**src/rtl/assert_macros.svh**
```systemverilog
// Assertion macros for the RTL; only pid_tuning_from_step_model_unit.sv includes them.
`ifndef ASSERT_MACROS_SVH
`define ASSERT_MACROS_SVH

`ifndef SYNTHESIS

// Checks a property on every clock edge while reset is released.
`define ASSERT_CLK(lbl, ck, rn, prop, msg) \
  lbl: assert property (@(posedge ck) disable iff (!rn) prop) else $error(msg);

// Checks a property on the edge that follows an edge with reset asserted.
`define ASSERT_RESET(lbl, ck, rn, prop, msg) \
  lbl: assert property (@(posedge ck) !rn |=> prop) else $error(msg);

`else

`define ASSERT_CLK(lbl, ck, rn, prop, msg)
`define ASSERT_RESET(lbl, ck, rn, prop, msg)

`endif

`endif

```
**src/rtl/pidcc_pkg.sv**
```systemverilog
package pidcc_pkg;

  localparam int FRAC_BITS = 16;

  localparam int DATA_W    = 32;
  localparam int DIV_STEPS = 32;
  localparam int DIV_W     = 80;
  localparam int T2_W      = 36;
  localparam int KPN_W     = 48;
  localparam int K1K_W     = 42;
  localparam int NUM2_W    = 49;
  localparam int DEN2_W    = 50;
  localparam int DKP_W     = 78;
  localparam int PT_W      = 85;
  localparam int KPD_W     = KPN_W + 2 * FRAC_BITS;
  localparam int KID_W     = DATA_W + FRAC_BITS;
  localparam int SQ_REM_W  = 35;

  typedef enum logic [1:0] {
    MODE_P   = 2'd0,
    MODE_PI  = 2'd1,
    MODE_PD  = 2'd2,
    MODE_PID = 2'd3
  } mode_t;

  function automatic logic [10:0] kp_coef_a(mode_t m);
    logic [10:0] c;
    unique case (m)
      MODE_P:   c = 11'd1000;
      MODE_PI:  c = 11'd900;
      MODE_PD:  c = 11'd1240;
      MODE_PID: c = 11'd1350;
      default:  c = 11'd1000;
    endcase
    return c;
  endfunction

  function automatic logic [10:0] kp_coef_b(mode_t m);
    logic [10:0] c;
    unique case (m)
      MODE_P:   c = 11'd333;
      MODE_PI:  c = 11'd83;
      MODE_PD:  c = 11'd120;
      MODE_PID: c = 11'd270;
      default:  c = 11'd333;
    endcase
    return c;
  endfunction

endpackage

```
**src/rtl/pidcc_sqrt.sv**
```systemverilog
module pidcc_sqrt import pidcc_pkg::*; (
  input  logic                clk,
  input  logic                en,
  input  logic [2*DATA_W-1:0] rad_in,
  output logic [DATA_W-1:0]   root
);

  logic [SQ_REM_W-1:0] rem_r   [DATA_W];
  logic [SQ_REM_W-1:0] rem_nxt [DATA_W];
  logic [SQ_REM_W-1:0] rem_src [DATA_W];
  logic [SQ_REM_W-1:0] rem_sh  [DATA_W];
  logic [SQ_REM_W-1:0] trial   [DATA_W];
  logic [2*DATA_W-1:0] rad_r   [DATA_W];
  logic [2*DATA_W-1:0] rad_src [DATA_W];
  logic [DATA_W-1:0]   res_r   [DATA_W];
  logic [DATA_W-1:0]   res_nxt [DATA_W];
  logic [DATA_W-1:0]   res_src [DATA_W];

  // Digit-by-digit square root, one result bit per stage.
  always_comb begin
    rem_src[0] = '0;
    rad_src[0] = rad_in;
    res_src[0] = '0;
    for (int k = 1; k < DATA_W; k++) begin
      rem_src[k] = rem_r[k-1];
      rad_src[k] = rad_r[k-1];
      res_src[k] = res_r[k-1];
    end
    for (int k = 0; k < DATA_W; k++) begin
      rem_sh[k] = {rem_src[k][SQ_REM_W-3:0], rad_src[k][2*DATA_W-1 -: 2]};
      trial[k]  = SQ_REM_W'({res_src[k], 2'b01});
      if (rem_sh[k] >= trial[k]) begin
        rem_nxt[k] = rem_sh[k] - trial[k];
        res_nxt[k] = {res_src[k][DATA_W-2:0], 1'b1};
      end else begin
        rem_nxt[k] = rem_sh[k];
        res_nxt[k] = {res_src[k][DATA_W-2:0], 1'b0};
      end
    end
  end

  always_ff @(posedge clk) begin
    if (en) begin
      rem_r <= rem_nxt;
      res_r <= res_nxt;
      for (int k = 0; k < DATA_W; k++) begin
        rad_r[k] <= {rad_src[k][2*DATA_W-3:0], 2'b00};
      end
    end
  end

  assign root = res_r[DATA_W-1];

endmodule

```
**config.mk**
```make
export PLATFORM = sky130hd
export DESIGN_NAME = pidcc_sqrt
export DESIGN_NICKNAME = d
export VERILOG_FILES = /design/src/rtl/assert_macros.svh /design/src/rtl/pidcc_pkg.sv /design/src/rtl/pidcc_sqrt.sv
export SDC_FILE = /design/constraint.sdc
export NUM_CORES = 2
export LEC_CHECK = 0
export BUFFER_PORTS_ARGS = -buffer_cell sky130_fd_sc_hd__buf_2
export CORE_UTILIZATION = 48
export CTS_CLUSTER_DIAMETER = 30
export DETAILED_ROUTE_END_ITERATION = 10
export PLACE_DENSITY = 0.74
export SYNTH_ARGS = -nofsm -noshare
export SYNTH_HDL_FRONTEND = slang
export SYNTH_SLANG_ARGS = --single-unit
```
**constraint.sdc**
```tcl
create_clock -name clk -period 3.4 [get_ports clk]
set_clock_uncertainty 0.05 [all_clocks]
set_input_delay 0.85 -clock clk [delete_from_list [all_inputs] [get_ports clk]]
set_output_delay 0.85 -clock clk [all_outputs]
set_load 0.01 [all_outputs]
```
==> impl_metrics.yaml <==
finish:
  syn_to_final_growth_pct: 23.18
  mostFrequentLayoutCell: "edfxtp_1"
  fin_nets: 10590
  drive_gt1_frac: 0.1783
  final_cell_mix: "edfxtp_1, inv_1, nand2_1"
  stdcell_count: 13510
sta:
  tns_ps: 0
  period_needed_ps: 3381
  min_period_over_period: 0.9944
  slew_violations: 0
  worst-slew-pin-transition_ps: 765.3
  max_slew_margin: 0.4766
  rsz0062_at_grt: "yes"
  setup_viol: 0
  fmax_ghz: 0.2958
  final_hold_viol_count: 0
  hold_slack_ps: 67.54
synthesis:
  ys.flop_type: "edfxtp_1"
  ys_async_sr_fraction: 0
  synthesis.area_um2: 115500
  netlist_instances: 8872
  synth_nets: 9499
  yosysWarnings: 0
  synth_edf_count: 2495
  yosysSeqAreaShare: 0.6488
  syn_avg_cell_area_um2: 13.02
  ys_ff_latch: 2495
  ys_types: 89
clocking:
  insertion_delay_ps: 990
  root_buffer: "clkbuf_16"
  clockBufferDepth: 4
  path_clk_slew_ps: 50
  clock_sinks: 2495
  cts_buffers: 461
  cts_tree: "done"
  h-tree-depth: 5
hold_path:
  min_path_type: "input pin to register"
  hold-path-cell-count: 1
floorplanning:
  die_x_um: 492.5
  dieArea_um2: 242500
  io_pins: 98
  rows: 179
  core_um2: 238500
  start_util: 0.4841
  die_h_um: 492.5
critical_path:
  crit_required_ps: 4060
  crit_type: "register to register"
  path_max_fanout: 12
  start_kind: "register"
  cp_data_arrival_time_ps: 4040
  endpoint_kind: "register"
  r2r.worst_path.cells: 13
pwr:
  ir_drop_v: 0.0006924
  p_leak_nw: 55.88
  power_density_nw_per_um2: 747.6
grt:
  grt_max_degree: 123
  grt_pass1_vias: 74650
  grt_pass1_wl_um: 387700
  antenna_found_initial: 1
  grt_overflow_total: 0
  track_usage: 0.1984
job:
  drv_cap: 0
placed_design:
  io_buffer_count: 97
  gp_congestion: 0.9323
  hpwlAfterDp_um: 172200
  dp_cells: 12540
drt:
  wire_per_inst_um: 18.26
  vias_per_cell: 5.454
  post-route-drc-count: 0
  routed_wirelength_um: 246700
  num_vias: 73670
  drtPass1Iterations: 6
  antenna_left: 0
  drtIter0Drc: 5357
status:
  run_status: "completed"
-- per-stage QoR --
step	area, µm²	worst slack (ps)	total power, W	util
finish	142200	19.11	0.1063	0.5963
CTS	140800	-57.76	0.1063	0.5901
detailed placement	124200	-274.5	0.06085	0.5209
global route	142200	-60.08	0.1109	0.5963
global placement	124200	-245.6	0.06031	0.5209
floorplan	115500	9.132	0.05404	-
-- synth_stat cells, drive strengths merged, types with 21 or more instances --
library cell / number / share of area
and3: 52 / 0.0028
inv: 684 / 0.022
or4: 52 / 0.0034
nand2: 617 / 0.020
o31ai: 62 / 0.0040
xor2: 399 / 0.030
a21o: 256 / 0.017
clkbuf: 143 / 0.0047
ha: 561 / 0.061
edfxtp: 2495 / 0.65
or3: 81 / 0.0044
nor2: 561 / 0.018
mux2: 71 / 0.0069
a211oi: 53 / 0.0035
nor3b: 21 / 0.0014
nor4: 108 / 0.0059
a31oi: 54 / 0.0029
o21a: 95 / 0.0062
nor2b: 80 / 0.0043
o211ai: 25 / 0.0016
o21bai: 46 / 0.0030
a21oi: 542 / 0.023
nand2b: 97 / 0.0053
a21boi: 26 / 0.0017
nand3b: 22 / 0.0014
nand3: 150 / 0.0065
and2: 46 / 0.0025
buf: 29 / 0.0011
nand4: 78 / 0.0042
xnor2: 392 / 0.030
o21ai: 452 / 0.020
nor3: 208 / 0.0091
or2: 56 / 0.0030
-- state kept, by name, summed over array words and instances, names as in the netlist --
| register | flops |
|---|---|
| rad_r | 992 |
| root | 32 |
| rem_r | 975 |
| res_r | 496 |
-- area by class of cell --
| type | count | area (µm²) |
|---|---|---|
| Fill cell | 17960 | 96280 |
| Sequential cell | 2495 | 74920 |
| Multi-Input combinational cell | 5522 | 38700 |
| Clock buffer | 499 | 11720 |
| Timing Repair Buffer | 793 | 6561 |
| Tap cell | 3167 | 3963 |
| Clock inverter | 346 | 3794 |
| Inverter | 685 | 2571 |
| Antenna cell | 1 | 2.502 |
-- cells by family after synthesis --
family / after synthesis / share of synthesized area
adder cells (fa/ha/maj): 561 / 0.06078
buffers and inverters: 857 / 0.02806
flip-flops: 2495 / 0.6488
AO/OA/AOI/OAI: 1803 / 0.09754
multiplexers: 90 / 0.008571
other: 1 / 0.00003247
AND/OR/NAND/NOR: 2274 / 0.09622
XOR/XNOR: 791 / 0.05999
-- final timing paths --
| path | endpoint | start | slack (ps) |
|---|---|---|---|
| max | rem_r[178] | rem_r[210] | 20 |
| max reg2reg | rem_r[178] | rem_r[210] | 20 |
| min reg2reg | rad_r[0][213] | rad_r[0][149] | 310 |
| min | rad_r[0][27] | rad_in[27] | 70 |
-- layer usage --
metal | vias up | global-route usage | part of all wire
li1 | 35220 | - | -
met1 | 35700 | 0.2462 | 0.42
met2 | 2103 | 0.3404 | 0.49
met3 | 653 | 0.03460 | 0.049
met4 | 0 | 0.08643 | 0.040
met5 | - | 0 | 0
-- what timing repair did --
item                                   4_1_cts  5_1_grt
gates resized for setup                     66      227
setup endpoints to repair                  223      425
hold buffers                                61        0
buffers inserted                             6       44
endpoints found under the hold margin       61        0
cloned                                       4        5
pin swaps                                   19       75
-- worst max-delay path, cell delays in order (launching register included) --
cell and delay [ps]:
edfxtp_1 420, ha_2 220, or3_1 360, o22ai_2 250, o22ai_2 140, a221o_1 390
a41o_1 280, a41oi_2 240, nand2b_4 200, nand2_8 90, buf_12 190, buf_12 140
nor2_2 80, a21oi_1 50
-- power by group --
part | switching [W] | total [W] | internal [W]
combinational | 0.0111 | 0.0199 | 0.00880
clock | 0.0155 | 0.0448 | 0.0293
sequential | 0.00269 | 0.0417 | 0.0390
Note: power is estimated with default switching activity, not from simulation.
